===== config.mk =====
export PLATFORM = sky130hd
export DESIGN_NAME = bm25_div
export DESIGN_NICKNAME = d
export VERILOG_FILES = /design/src/hw/rtl/bm25_div.sv
export SDC_FILE = /design/constraint.sdc
export NUM_CORES = 2
export LEC_CHECK = 0
export BUFFER_PORTS_ARGS = -buffer_cell sky130_fd_sc_hd__buf_2
export CORE_MARGIN = 2
export CORE_UTILIZATION = 25
export DETAILED_ROUTE_END_ITERATION = 12
export PLACE_DENSITY = 0.44
export SETUP_SLACK_MARGIN = 0.05
export SKIP_LAST_GASP = 1
export SLEW_MARGIN = 20
export SYNTH_ARGS = -nofsm -noshare
export SYNTH_HDL_FRONTEND = slang
export SYNTH_SLANG_ARGS = --single-unit

===== constraint.sdc =====
create_clock -name clk -period 4.65 [get_ports clk]
set_input_delay 0.2325 -clock clk [delete_from_list [all_inputs] [get_ports clk]]
set_output_delay 0.2325 -clock clk [all_outputs]
set_load 0.01 [all_outputs]

===== src/hw/rtl/bm25_div.sv =====
// Pipelined restoring divider, one quotient bit per register stage.
// Carries an opaque side payload alongside; needs the quotient to fit in QW bits.
module bm25_div #(
    parameter int NW = 40,
    parameter int DW = 24,
    parameter int QW = 40,
    parameter int SW = 1
) (
    input  logic          clk,
    input  logic          rst_n,
    input  logic          en,
    input  logic          in_valid,
    input  logic [NW-1:0] dividend,
    input  logic [DW-1:0] divisor,
    input  logic [SW-1:0] side_in,
    output logic          out_valid,
    output logic [QW-1:0] quotient,
    output logic [SW-1:0] side_out
);
    logic [DW-1:0] rem_reg [QW];
    logic [QW-1:0] quo_reg [QW];
    logic [DW-1:0] dsr_reg [QW];
    logic [SW-1:0] side_reg [QW];
    logic          vld_reg [QW];
    logic [DW-1:0] rem_init;

    // The dividend bits above the quotient width form the first partial remainder.
    generate
        if (NW > QW) begin : g_init_hi
            assign rem_init = DW'(dividend[NW-1:QW]);
        end else begin : g_init_zero
            assign rem_init = '0;
        end
    endgenerate

    for (genvar g = 0; g < QW; g++) begin : g_stage
        logic [DW-1:0] r_in;
        logic [QW-1:0] z_in;
        logic [DW-1:0] d_in;
        logic [SW-1:0] s_in;
        logic          v_in;
        logic [DW:0]   trial;
        logic [DW:0]   diff;
        logic          ge;
        logic [DW-1:0] rem_next;
        logic [QW-1:0] quo_next;

        if (g == 0) begin : g_first
            assign r_in = rem_init;
            assign z_in = dividend[QW-1:0];
            assign d_in = divisor;
            assign s_in = side_in;
            assign v_in = in_valid;
        end else begin : g_next
            assign r_in = rem_reg[g-1];
            assign z_in = quo_reg[g-1];
            assign d_in = dsr_reg[g-1];
            assign s_in = side_reg[g-1];
            assign v_in = vld_reg[g-1];
        end

        always_comb
        begin
            trial    = {r_in, z_in[QW-1]};
            diff     = trial - {1'b0, d_in};
            ge       = (trial >= {1'b0, d_in});
            rem_next = ge ? diff[DW-1:0] : trial[DW-1:0];
            quo_next = {z_in[QW-2:0], ge};
        end

        always_ff @(posedge clk or negedge rst_n)
        begin
            if (!rst_n)
            begin
                vld_reg[g] <= 1'b0;
            end
            else if (en)
            begin
                vld_reg[g] <= v_in;
            end
        end

        always_ff @(posedge clk)
        begin
            if (en)
            begin
                rem_reg[g]  <= rem_next;
                quo_reg[g]  <= quo_next;
                dsr_reg[g]  <= d_in;
                side_reg[g] <= s_in;
            end
        end
    end

    assign out_valid = vld_reg[QW-1];
    assign quotient  = quo_reg[QW-1];
    assign side_out  = side_reg[QW-1];
endmodule


==> results.py <==
metrics = {
    "status": {
        "status": "completed",
    },
    "logic_synthesis": {
        "synth_cells": 12040,
        "syn_area_um2": 164000,
        "ys_types": 94,
        "synth_warnings": 0,
        "syn_area_per_cell_um2": 13.62,
        "ys_seq_elements": 3552,
        "synth_fp_nets": 13090,
        "synthArstFlopShare_pct": 1.126,
        "synth_seq_area_share_pct": 64.91,
        "ys.flop_type": "edfxtp_1",
        "synth_edf_count": 3512,
    },
    "worst_setup_path": {
        "cp_data_arrival_time_ps": 4810,
        "path_class": "register to register",
        "worstPathCellList": "inv_1, ha_1, nor2b_1, o21ai_0, a21boi_1, o21ai_0, o21ai_0, o21ai_1, o21ai_0, a2111oi_1, nor2_2, buf_4, mux2_2",
        "start_kind": "register",
        "r2r-end": "rem_reg[2][5]",
        "cp_common_cell": "o21ai_0",
        "crit_path_end_kind": "register",
        "crit_end": "rem_reg[2][5]",
        "required_ps": 5350,
        "rr_worst_depth": 13,
        "critPathSlowestCell": "a2111oi_1",
        "path_max_fanout": 16,
        "max_stage_delay_ps": 650,
        "critical_path.startpoint": "dsr_reg[1][169]",
        "r2r-start": "dsr_reg[1][169]",
        "reg2reg_slack_ps": 540,
    },
    "route": {
        "routed_wl_um": 356400,
        "drc": 0,
        "viasPerCell": 4.262,
        "ant_nets": 0,
        "drt_iter0_drc": 4989,
        "firstDrtPassIters": 5,
        "detail_route.wl_per_cell_um": 16.40,
        "via_count": 92630,
    },
    "sta": {
        "finalSetupTns_ps": 0,
        "period_minus_slack_ps": 4109,
        "slew_headroom_pct": 27.13,
        "setup_ws_ps": 541.3,
        "maxSlewViolCount": 0,
        "tightest_slew_ps": 1093,
        "rsz0062_at_grt": "no",
        "fin_crit_sh_pct": 88.36,
        "finClkSkew_ps": 77.44,
        "timing_hold_violations_final": 0,
        "setup_viol": 0,
        "fmax_mhz": 243.4,
    },
    "cells_and_area": {
        "nNetsFinal": 13740,
        "stdcell_count": 21730,
        "drive_gt1_share_pct": 11.68,
        "largest_reg_flops": 1600,
        "syn2layout_area_growth_pct": 17.34,
        "n_fill_cell": 65900,
    },
    "power": {
        "p_total_w": 0.1289,
        "powerDensity_nw_per_um2": 669.7,
        "total_leakage_power_nw": 73.30,
        "vdd_drop_max_uv": 319.4,
    },
    "hold_path": {
        "hold_path_class": "primary input to register",
        "min_from": "dividend[39]",
    },
    "grt": {
        "grt_pass1_vias": 93890,
        "grt_util_met2_pct": 17.93,
        "grt_max_degree": 147,
        "grt_pass1_wl_um": 554700,
        "grt.met1_usage_pct": 13.63,
        "grt_use_met3_pct": 1.530,
        "grt-ovfl-total": 0,
        "gr-max-usage-layer": "met2",
        "grt.total_usage_pct": 10.45,
        "antenna_found_initial": 2,
    },
    "floorplan": {
        "core-area_um2": 654000,
        "die_w_um": 814.0,
        "num_rows": 297,
        "die_h_um": 814.0,
        "dieArea_um2": 662600,
        "start_util_pct": 25.08,
        "ioPinCount": 111,
    },
    "place": {
        "io_buffers": 110,
        "dp_cells": 20800,
        "hpwl_um": 250700,
        "gp_congestion": 0.8032,
        "dpl_worst_slack_ps": 572.6,
    },
    "cts": {
        "clk_latency_ps": 1010,
        "post-cts-setup-buffers": 0,
        "cts-htree-levels": 5,
        "cts-root-buf": "clkbuf_16",
        "ctsResizeCount": 0,
        "path_clk_slew_ps": 60,
        "cts_num_sinks": 3552,
        "cts_inserted_buffers": 430,
        "clockBufferDepth": 4,
        "cts_tree": "done",
    },
    "job": {
        "maxCapViolCount": 0,
    },
}
[Yosys cell counts, types with 29 or more instances]
cell	instances	share of area, %
a211o_1	36	0.19
a211oi_1	55	0.25
a21boi_0	61	0.28
a21o_1	376	1.7
a21oi_1	837	2.6
a31oi_1	79	0.30
and3_1	73	0.28
clkbuf_1	149	0.34
dfrtp_1	40	0.61
edfxtp_1	3512	64
fa_1	38	0.46
ha_1	938	7.2
inv_1	1177	2.7
mux2_2	490	3.4
mux2i_1	53	0.32
nand2_1	601	1.4
nand2b_1	138	0.53
nand3_1	168	0.51
nand4_1	122	0.47
nor2_1	640	1.5
nor2b_1	136	0.52
nor3_1	117	0.36
nor4_1	47	0.18
o211ai_1	38	0.17
o21a_1	154	0.70
o21ai_0	638	1.9
o21bai_1	67	0.31
o31ai_1	58	0.27
or3_1	29	0.11
xnor2_1	467	2.5
xor2_1	253	1.4
[worst max-delay path, delay by kind of cell, from the launching register on]
kind                       cells  cell delay [ps]
AOI/OAI and AO/OA              7             2050
adders and majority gates      1              240
buffers and inverters          2              380
DFF                            1              460
muxes                          1              300
and+or+nand+nor                2              390
[metal layers]
metal  up-vias  wire length, µm
li1      46120                -
met1     44790           163000
met2      1137           170700
met3       585            11820
met4         0            10840
met5         -                0
[through the flow]
stage / cell area [µm²] / hold WS [ps] / utilization, %
after floorplan: 164000 / -63.09 / -
after global placement: 176600 / 400.4 / 27.00
after detailed placement: 176600 / 404.5 / 27.00
after CTS: 192400 / 10.75 / 29.41
after global routing: 192500 / 123.8 / 29.43
final: 192500 / 134.1 / 29.43
[worst min path at each step]
stage | end | cells past startpoint | slack [ps]
after floorplan | g_stage[10].v_in | 0 | -60
after global placement | quo_reg[2][149] | 0 | 400
after detailed placement | quo_reg[0][117] | 0 | 400
after CTS | rem_reg[0][0] | 4 | 10
after global routing | dsr_reg[0][1] | 2 | 120
final | rem_reg[0][0] | 4 | 130
[power breakdown]
part / internal, W / leakage [nW] / switching [W]
clock: 0.0204 / 7.00 / 0.0139
sequential: 0.0444 / 34.8 / 0.00399
combinational: 0.0213 / 31.5 / 0.0250
[kinds of logic after synthesis]
group / count (synthesis) / synth area share [%]
DFF: 3552 / 64.91
AOI/OAI and AO/OA: 2669 / 10.23
and+or+nand+nor: 2194 / 6.351
buffers and inverters: 1369 / 3.178
adders and majority gates: 976 / 7.619
xor gates and xnor gates: 720 / 3.845
muxes: 564 / 3.871
[cell type report]
class	instances	area, µm²	share of cell area (%)
tap	8671	10850	5.637
clock inverter	289	3301	1.715
sequential	3552	106500	55.32
multi-input combinational	7123	52540	27.30
timing repair buffer	409	3729	1.937
clock buffer	511	11150	5.793
antenna	1	2.502	0.001300
inverter	1177	4418	2.296
[layout by cell type (no fill, tap or decap), types with 138 or more instances in the layout]
cell	count
a21o_1	376
nand3_1	168
o21ai_0	638
xor2_1	253
edfxtp_1	3512
nand2b_1	138
o21a_1	154
a21oi_1	834
nand2_1	601
clkbuf_16	433
nor2_1	638
ha_1	938
xnor2_1	467
mux2_2	490
inv_1	1177
[what timing repair did]
action	CTS	global route
setup endpoints to repair	0	0
hold endpoints to repair	195	0
hold buffers	134	0
(Power assumes the default switching activity.)
